## src/design/lfu_cache_table_macros.svh

```systemverilog
// assertion macros shared by the lfu cache table rtl
// expects clk and arst_n in scope where used
`ifndef LFU_CACHE_TABLE_MACROS_SVH
`define LFU_CACHE_TABLE_MACROS_SVH

// same-cycle implication
`define LFU_ASSERT_NOW(lbl, ante, cons, msg) \
	lbl: assert property (@(posedge clk) disable iff (!arst_n) (ante) |-> (cons)) \
		else $error(msg);

// next-cycle implication
`define LFU_ASSERT_NEXT(lbl, ante, cons, msg) \
	lbl: assert property (@(posedge clk) disable iff (!arst_n) (ante) |=> (cons)) \
		else $error(msg);

`endif

```

## src/design/lfu_pkg.sv

```systemverilog
// shared constants for the lfu cache table
// no dependencies
`timescale 1ns / 1ps

package lfu_pkg;

	localparam int ENTRIES_DEF    = 16;
	localparam int KEY_BITS_DEF   = 32;
	localparam int VALUE_BITS_DEF = 32;
	localparam int COUNT_BITS_DEF = 16;

	localparam int STAMP_BITS = 32;
	localparam int CAP_BITS   = 5;
	localparam logic [CAP_BITS-1:0] CAP_RESET = 5'd16;

	localparam logic OP_GET = 1'b0;
	localparam logic OP_SET = 1'b1;

endpackage

```

## src/design/lfu_victim_sel.sv

```systemverilog
// victim selection: lowest use count, oldest touch on a tie, lower slot last
// depends on lfu_pkg
`timescale 1ns / 1ps

module lfu_victim_sel import lfu_pkg::*; #(
	parameter int ENTRIES    = ENTRIES_DEF,
	parameter int COUNT_BITS = COUNT_BITS_DEF,
	parameter int IDX_W      = (ENTRIES > 1) ? $clog2(ENTRIES) : 1
) (
	input  logic [ENTRIES-1:0]    valid,
	input  logic [COUNT_BITS-1:0] cnt [ENTRIES],
	input  logic [STAMP_BITS-1:0] age [ENTRIES],
	output logic [IDX_W-1:0]      idx
);

	localparam int LEVELS = $clog2(ENTRIES);
	localparam int LEAVES = 1 << LEVELS;
	localparam int NODES  = 2 * LEAVES - 1;

	typedef struct packed {
		logic                  vld;
		logic [COUNT_BITS-1:0] cnt;
		logic [STAMP_BITS-1:0] age;
		logic [IDX_W-1:0]      idx;
	} node_t;

	node_t nd [NODES];

	for (genvar g = 0; g < LEAVES; g++) begin : g_leaf
		if (g < ENTRIES) begin : g_real
			assign nd[LEAVES-1+g] = '{valid[g], cnt[g], age[g], IDX_W'(g)};
		end else begin : g_pad
			assign nd[LEAVES-1+g] = '{1'b0, '0, '0, '0};
		end
	end

	// left side holds the lower slots and keeps full ties
	for (genvar n = 0; n < LEAVES - 1; n++) begin : g_node
		logic right_better;
		assign right_better = nd[2*n+2].vld && (!nd[2*n+1].vld ||
			(nd[2*n+2].cnt < nd[2*n+1].cnt) ||
			((nd[2*n+2].cnt == nd[2*n+1].cnt) && (nd[2*n+2].age > nd[2*n+1].age)));
		assign nd[n] = right_better ? nd[2*n+2] : nd[2*n+1];
	end

	assign idx = nd[0].idx;

endmodule

```

## config.mk

```make
export PLATFORM = sky130hd
export DESIGN_NAME = lfu_victim_sel
export DESIGN_NICKNAME = d
export VERILOG_FILES = /design/src/design/lfu_cache_table_macros.svh /design/src/design/lfu_pkg.sv /design/src/design/lfu_victim_sel.sv
export SDC_FILE = /design/constraint.sdc
export NUM_CORES = 2
export LEC_CHECK = 0
export ABC_AREA = 1
export BUFFER_PORTS_ARGS = -buffer_cell sky130_fd_sc_hd__buf_2
export CAP_MARGIN = 20
export CORE_MARGIN = 3
export CORE_UTILIZATION = 30
export DETAILED_ROUTE_END_ITERATION = 6
export GPL_ROUTABILITY_DRIVEN = 0
export SLEW_MARGIN = 40
export SYNTH_ARGS = -nofsm -noshare
export SYNTH_HDL_FRONTEND = slang
export SYNTH_SLANG_ARGS = --single-unit
```

## constraint.sdc

```tcl
create_clock -name vclk -period 11.1
set_input_delay 2.22 -clock vclk [all_inputs]
set_output_delay 2.22 -clock vclk [all_outputs]
set_load 0.05 [all_outputs]
```

==> flow_summary.rst <==
.. list-table::
   :header-rows: 1

   * - Metric
     - Value
   * - Outcome
     - finished, violations left
   * - Violated checks
     - negative setup slack
   * - Setup violators final
     - 4
   * - Initial standard-cell utilization of the core
     - 30.5%
   * - Sequential area share after synthesis
     - 0%
   * - Top cell types by occurrence after synthesis
     - 1567 x sky130_fd_sc_hd__nand2_1, 720 x sky130_fd_sc_hd__ha_1, 704 x sky130_fd_sc_hd__inv_1
   * - Static leakage
     - 31.0 nW
   * - Required time reported for the critical path endpoint
     - 8880 ps
   * - Warning count from the yosys run
     - 0
   * - Height of the die
     - 318 um
   * - Via count of the first global-routing pass
     - 43849
   * - DRT Pass-1 Iters
     - 6
   * - Total Power Consumption
     - 5.17 mW
   * - Clock period minus worst slack
     - 12260 ps
   * - Classification of the worst-slack hold path
     - input pin to output port
   * - Pwr/cell area
     - 96.3 nW/um^2
   * - Distinct cells, synth
     - 49
   * - Net count reported at finish
     - 9208
   * - Number of top-level design ports
     - 788
   * - Syn_nets
     - 6571
   * - Final routed DRC violation total
     - 0
   * - Rel. slew slack
     - 55.3%
   * - Antenna viol nets, final
     - 0
   * - Cell types occupying the most area after synthesis
     - sky130_fd_sc_hd__ha_1 31%, sky130_fd_sc_hd__nand2_1 20%, sky130_fd_sc_hd__nand3_1 11%
   * - Global router's overall resource usage
     - 29.9%
   * - Relative area change from synthesis to final layout
     - 83.8%
   * - Top fanout value on the critical path
     - 6
   * - Setup repair after global routing missed its margin
     - yes
   * - Routed wire length per instance
     - 18.5 um
   * - Highest Clock Rate
     - slightly above 80 MHz
   * - Largest stage delay on the critical path
     - 320 ps
   * - Site row count
     - 113
   * - Fraction of layout cells with a size suffix above 1
     - 44.7%
   * - Antenna violations before repair
     - 91
   * - Core region area
     - 95900 sq um
   * - Crit end category
     - output port
   * - HPWL after detailed placement
     - 141000 um
   * - Max-cap check violation count
     - 0
   * - Total die area
     - 101000 sq um
   * - Avg Cell Area, Syn
     - 5.77 sq um
   * - Total Routed Length
     - 167000 um
   * - Worst hold path cell count
     - 8
   * - Total number of vias
     - 45128
   * - Crit path launch type
     - input pin
   * - Remaining global-route overflow
     - 0
   * - Worst Hold Launch
     - valid[8]
   * - Arrival time reported for the critical path endpoint
     - ~10000 ps
   * - Cell type of the slowest stage on the worst timing path
     - sky130_fd_sc_hd__a41oi_2
   * - Worst voltage drop across the vdd grid
     - 194 uV
   * - Top-area cell type share of the netlist area
     - a little under a third
   * - DRC violation total after the first TritonRoute iteration
     - 3293
   * - Post-placement cell area
     - 48500 sq um
   * - Area leader, netlist
     - sky130_fd_sc_hd__ha_1
   * - Number of I/O port buffers
     - 788
   * - Drt via density
     - 4.99
   * - Max Transition Viols Final
     - 0
   * - Total of clock buffers placed in the layout
     - 0
   * - Most numerous cell in the Yosys netlist
     - sky130_fd_sc_hd__nand2_1
   * - Pin count of the biggest net entering global routing
     - 51
   * - Post-synthesis cell count
     - 5067
   * - Setup Crit Path Kind
     - input pin to output port
   * - Combined flip-flop and latch cell area
     - 0 sq um
   * - Post-Synthesis Cell Area
     - 29200 sq um
   * - Num sequential
     - 0
   * - Hold Vio Cnt, Final
     - 0
   * - First-pass GRT wire length
     - ~240000 um
   * - Slack of the critical path
     - -1160 ps
   * - Worst slew pin tran
     - 665 ps
   * - Post-route cell area
     - 53800 sq um
   * - Terminating pin of the worst hold path
     - idx[0]
   * - Width of the chip
     - 318 um
   * - Final period utilization
     - 110%
   * - Core utilization of the finished layout
     - 56.1%
stage by stage:
| step | hold WS (ps) | std cells | setup slack, ps | setup TNS (ps) |
|---|---|---|---|---|
| floorplan | 4910 | 5067 | 349 | 0 |
| detailed placement | 5310 | 8838 | -1990 | -7760 |
| global placement | 5310 | 8838 | -1940 | -7590 |
| global route | 5290 | 9022 | -1410 | -5510 |
| finish | 5240 | 9035 | -1160 | -4510 |
| CTS | 5270 | 8918 | -953 | -3660 |
how the worst max path moves through the flow:
stage,startpoint,end,cells after the start
global route,cnt[127],idx[1],59
floorplan,age[439],idx[2],55
global placement,age[319],idx[1],56
finish,age[319],idx[0],56
detailed placement,age[319],idx[1],55
CTS,age[319],idx[1],57
cells in the final DEF (no fill, tap or decap), drive strengths merged, types with 2 or more instances in the layout:
cell / instances
a21boi: 6
a21o: 8
a21oi: 358
a31oi: 8
and2: 228
buf: 2775
bufbuf: 2
clkbuf: 16
clkinv: 2
diode: 68
ha: 720
inv: 708
nand2: 1595
nand3: 680
nand3b: 98
nand4: 58
nor2: 193
nor3: 41
nor3b: 5
nor4: 7
o211ai: 4
o21a: 27
o21ai: 147
o21bai: 9
or2: 3
kinds of logic after synthesis:
kind of cell    after synthesis  share of synthesized area, %
buf+inv                     869                          12.7
fa+ha+maj                   720                          30.8
simple gates               2908                          45.9
compound gates              570                          10.7
area by class of cell:
class                           instances  area, sq um
Multi-Input combinational cell       4199        28600
Fill cell                            9142        42100
Timing Repair Buffer                 2793        20700
Inverter                              710         2710
Tap cell                             1265         1580
Antenna cell                           68          170
report_power, final:
group	leakage (nW)	internal (mW)	total [mW]	switching, mW
Clock	0.000431	0.000000821	0.000000822	0
Sequential	0	0	0	0
Combinational	31.0	2.47	5.17	2.70
Total	31.0	2.47	5.17	2.70
repair_timing:
action	CTS	global route
pin swaps	94	187
cloned	18	16
hold buffers	0	0
setup buffers	62	35
gates resized for setup	308	432
setup endpoints to repair	4	4
layer usage:
| layer | wire [um] | vias up | track usage [%] |
|---|---|---|---|
| met4 | 8250 | 38 | 12.6 |
| li1 | - | 22085 | - |
| met1 | 68000 | 20893 | 36.3 |
| met2 | 78900 | 1656 | 52.3 |
| met3 | 11700 | 456 | 4.46 |
| met5 | 252 | - | 0 |
critical path: cells and delay by family:
kind	cells	cell delay, ps
simple gates	33	3740
compound gates	5	1030
buf+inv	14	1860
fa+ha+maj	4	1090
(Power assumes the default switching activity.)
